--- config.mk ---
export PLATFORM = sky130hd
export DESIGN_NAME = srt_ctrl
export DESIGN_NICKNAME = d
export VERILOG_FILES = /design/src/design/srt_pkg.sv /design/src/design/srt_ctrl.sv
export SDC_FILE = /design/constraint.sdc
export NUM_CORES = 1
export LEC_CHECK = 0
export BUFFER_PORTS_ARGS = -buffer_cell sky130_fd_sc_hd__buf_2
export CORE_AREA = 2 2 39 41
export CTS_CLUSTER_SIZE = 14
export DETAILED_ROUTE_END_ITERATION = 7
export DIE_AREA = 0 0 41 43
export SLEW_MARGIN = 40
export SYNTH_ARGS = -nofsm -noshare
export SYNTH_HDL_FRONTEND = slang
export SYNTH_SLANG_ARGS = --single-unit
--- constraint.sdc ---
create_clock -name clk_i -period 1.2 [get_ports clk_i]
set_input_delay 0.36 -clock clk_i [delete_from_list [all_inputs] [get_ports clk_i]]
set_output_delay 0.36 -clock clk_i [all_outputs]
set_load 0.02 [all_outputs]
--- src/design/srt_pkg.sv ---
// Shared types and constants for the search result table.
package srt_pkg;

  localparam int unsigned SLOTS   = 4096;
  localparam int unsigned IDX_W   = $clog2(SLOTS);
  localparam int unsigned KEY_W   = 64;
  localparam int unsigned SCORE_W = 24;
  localparam int unsigned DEPTH_W = 6;
  localparam int unsigned BOUND_W = 2;
  localparam int unsigned COORD_W = 3;
  localparam int unsigned MOVE_W  = 4 * COORD_W;

  localparam logic [BOUND_W-1:0] BOUND_EXACT = 2'd0;
  localparam logic [BOUND_W-1:0] BOUND_UPPER = 2'd1;
  localparam logic [BOUND_W-1:0] BOUND_LOWER = 2'd2;

  localparam logic ACT_PROBE = 1'b0;
  localparam logic ACT_STORE = 1'b1;

  typedef enum logic [1:0] {
    ST_CLEAR,
    ST_IDLE,
    ST_LOOK
  } srt_state_e;

  // Move packing: from_col in the low bits, to_row in the high bits.
  typedef struct packed {
    logic [KEY_W-1:0]          key;
    logic signed [SCORE_W-1:0] score;
    logic [DEPTH_W-1:0]        depth;
    logic [BOUND_W-1:0]        bound;
    logic                      has_move;
    logic [MOVE_W-1:0]         move;
  } slot_t;

  typedef struct packed {
    logic clear;
    logic load;
    logic lookup;
  } ctrl_cmd_t;

  typedef struct packed {
    logic clear_last;
  } ctrl_status_t;

  typedef struct packed {
    logic                      cutoff;
    logic signed [SCORE_W-1:0] cut_score;
    logic                      key_matched;
    logic                      found_move;
    logic [MOVE_W-1:0]         move;
    logic                      written;
  } result_t;

endpackage

--- src/design/srt_ctrl.sv ---
// Controller state machine: clearing pass, request accept and lookup sequencing.
module srt_ctrl (
  input  logic                  clk_i,
  input  logic                  rst_ni,
  input  logic                  start_i,
  input  srt_pkg::ctrl_status_t status_i,
  output srt_pkg::ctrl_cmd_t    cmd_o,
  output logic                  busy_o,
  output logic                  done_o
);
  import srt_pkg::*;

  srt_state_e state_q, state_d;
  logic       done_q, done_d;

  always_ff @(posedge clk_i or negedge rst_ni) begin
    if (!rst_ni) begin
      state_q <= ST_CLEAR;
      done_q  <= 1'b0;
    end else begin
      state_q <= state_d;
      done_q  <= done_d;
    end
  end

  always_comb begin
    state_d = state_q;
    cmd_o   = '0;
    case (state_q)
      ST_CLEAR: begin
        cmd_o.clear = 1'b1;
        if (status_i.clear_last) state_d = ST_IDLE;
      end
      ST_IDLE: begin
        if (start_i) begin
          cmd_o.load = 1'b1;
          state_d    = ST_LOOK;
        end
      end
      ST_LOOK: begin
        cmd_o.lookup = 1'b1;
        state_d      = ST_IDLE;
      end
      default: state_d = ST_CLEAR;
    endcase
    done_d = cmd_o.lookup;
  end

  assign busy_o = (state_q != ST_IDLE);
  assign done_o = done_q;

`ifndef NO_ASSERTIONS
  a_done_after_look: assert property (@(posedge clk_i) disable iff (!rst_ni)
    done_q |-> $past(state_q == ST_LOOK))
    else $error("result strobe without a preceding lookup");
  a_clear_ends: assert property (@(posedge clk_i) disable iff (!rst_ni)
    (state_q == ST_CLEAR && status_i.clear_last) |=> state_q == ST_IDLE)
    else $error("clearing pass did not end on its last slot");
  a_accept_to_look: assert property (@(posedge clk_i) disable iff (!rst_ni)
    (state_q == ST_IDLE && start_i) |=> (state_q == ST_LOOK && busy_o))
    else $error("accepted transfer did not start a lookup");
`endif

endmodule

==> metrics.csv <==
metric,value,unit
Max Clk Rate,0.732,GHz
maxcap violations,0,
final wirelength,289,µm
CP Data Required Time,0.84,ns
Die Wd,41,µm
Yosys warnings,0,
Mapped Nets,16,
clock-pin slew on the worst setup and hold paths,0.04,ns
CTS root buf,clkbuf_4,
"antenna viol nets, final",0,
vias in the first global route,125,
Hold Path Depth,2,
Gate power share,46.1,%
Crit Path Max Fanout,4,
R2R setup slack,0.33,ns
critical path type,flip-flop to output pin,
Slew @ Worst Pin,0.129,ns
failing checks,negative setup slack,
CP cell instances,"and2b_2, buf_6",
"FF+latch count, synth",3,
Diodes inserted,0,
main area contributors after synthesis,"dfrtp_1, nor2_1, nand2b_4",
# nets final,30,
Hold/Removal Path Class,input port to flip-flop,
"slowest stage delay, CP",0.43,ns
Pwr Density,2640,nW/µm²
GRT Total Usage,5.23,%
global-route wire length before repair,517,µm
Core Region,1380,µm²
initial drt markers,0,
synthesized area,130,µm²
initial antenna violation count,0,
CTS tree,done,
fin. max-slew vios,0,
Avg WL per Cell,7.05,µm
fin worst setup slack,-0.166,ns
Sink Count,3,
Post-Synthesis Cells,12,
RSZ-0062 raised after global routing,true,
layout cell share with drive strength beyond 1,64.0,%
reg-to-reg critical path startpoint,state_q[0]$_DFFE_PN0P_,
Worst Setup End Kind,output pin,
Post-DP HPWL,206,µm
DIE AREA,1760,µm²
post-synth top area share,57.7,%
"Period Utilization, post-route",114,%
Reg-to-Reg End,done_o$_DFF_PN0_,
Setup Skew,0.000217,ns
post-synthesis sequential area ratio,57.7,%
clk_lat worst skew,0.23,ns
CP Data Arrival Time,1.01,ns
VDD IR max,0.862,mV
clock share of power,26.9,%
height of the die,43,µm
Top delay family on crit path,flip-flops,
Worst setup SP type,flip-flop,
pin count of the biggest net entering global routing,5,
final core utilization,18.1,%
cell count along the critical path,2,
"non-filler cells, final",41,
routed vias/inst,3.05,
Inserted Clock Buffers,3,
initial core utilization,9.40,%
Area growth syn-to-layout,92.3,%
Sw Pwr,250,µW
Ports,9,
Hold Startpoint,start_i,
Worst Path Buf+Inv,1,
DRT Pass-1 Iters,1,
dpl cells,35,
final instance area,250,µm²
WHS Endpoint,state_q[0]$_DFFE_PN0P_,
Sw Ratio,37.9,%
Leakage,0.000127,µW
Worst R2R Path Depth,2,
row count,14,
Post-Place Worst Slack,0.0312,ns
gp weighted congestion,0.680,
slowest CP cell,dfrtp_2,
setup violators final,4,
DR vias,125,
outcome,finished with violations,
final hold vios,0,
internal power,410,µW
cell taking the most area after synthesis,dfrtp_1,
Max Buffers Root-to-Sink,2,
Port Buffers,8,
post-layout min period,1.37,ns
placed inst area,185,µm²
DRC,0,
hold_ws,0.335,ns
sequential share of power,27.0,%
GR Overflow Total,0,
H-tree depth,1,
Synth cell types,7,
Slew Limit Headroom,91.4,%
Post-Syn Area per Cell,10.8,µm²
[state kept, by name (all words and copies together), names as in the netlist]
signal	flops
done_o	1
state_q	2
[Yosys cell counts]
cell type  n
and2b_2    1
nand2b_4   1
dfrtp_1    3
inv_1      1
o22ai_1    1
buf_4      1
nor2_1     4
[power by group through the flow]
stage / combinational (µW) / sequential, µW / clock (µW)
4_1_cts: 297 / 176 / 188
5_1_grt: 329 / 187 / 209
3_3_place_gp: 243 / 176 / 0
3_5_place_dp: 244 / 177 / 0
6_report: 304 / 178 / 178
2_1_floorplan: 173 / 180 / 0
[worst reg2reg max path, stage by stage (launching register included)]
cell	delay (ns)
dfrtp_2	0.39
and2b_2	0.24
buf_4	0.13
[per-stage QoR]
stage	TNS (ns)	total power, µW
after floorplan	0	353
after global placement	0	419
after detailed placement	0	421
after CTS	-0.582	661
after global routing	-0.728	725
final	-0.492	660
[cell families (layout without fill, tap and decap cells)]
family | Yosys count | count (layout) | share of synthesized area, %
buffers and inverters | 2 | 15 | 8.65
and+or+nand+nor | 6 | 6 | 28.8
AOI/OAI and AO/OA | 1 | 1 | 4.81
DFF | 3 | 3 | 57.7
[layout make-up]
cell class	count	area (µm²)
repair buffers	10	72.6
inverters	1	3.75
fillers	152	1130
well taps	16	20.0
flip-flops and latches	3	76.3
clock buffers	4	26.3
multi-input cells	7	51.3
[timing repair]
action,CTS,global route
gates resized for setup,5,2
hold endpoints to repair,3,0
setup endpoints to repair,4,4
hold buffers,1,0
buffers inserted,1,0
[worst max-delay path by stage]
stage / start / end
2_1_floorplan: state_q[0]$_DFFE_PN0P_ / cmd_o[0]
3_3_place_gp: state_q[0]$_DFFE_PN0P_ / cmd_o[0]
3_5_place_dp: state_q[0]$_DFFE_PN0P_ / cmd_o[0]
4_1_cts: state_q[0]$_DFFE_PN0P_ / cmd_o[0]
5_1_grt: state_q[1]$_DFFE_PN0P_ / cmd_o[1]
6_report: state_q[0]$_DFFE_PN0P_ / cmd_o[0]
[metal layers]
layer / wire length [µm] / share of wire [%] / vias to the layer above / global-route usage [%]
met5: 0 / 0 / - / 0
met2: 124 / 43 / 8 / 5.63
li1: - / - / 61 / -
met1: 106 / 37 / 56 / 4.84
met4: 0 / 0 / 0 / 2.00
met3: 57 / 20 / 0 / 8.38
[layout by cell type, fill, tap and decap left out]
| cell | synthesis | final |
|---|---|---|
| and2b_2 | 1 | 1 |
| buf_2 | 0 | 5 |
| buf_4 | 1 | 2 |
| buf_6 | 0 | 2 |
| clkbuf_1 | 0 | 1 |
| clkbuf_4 | 0 | 3 |
| dfrtp_1 | 3 | 2 |
| dfrtp_2 | 0 | 1 |
| dlygate4sd3_1 | 0 | 1 |
| inv_1 | 1 | 1 |
| nand2b_4 | 1 | 1 |
| nor2_1 | 4 | 3 |
| nor2_4 | 0 | 1 |
| o22ai_1 | 1 | 1 |
No activity file was read; power rests on OpenSTA's default activity.
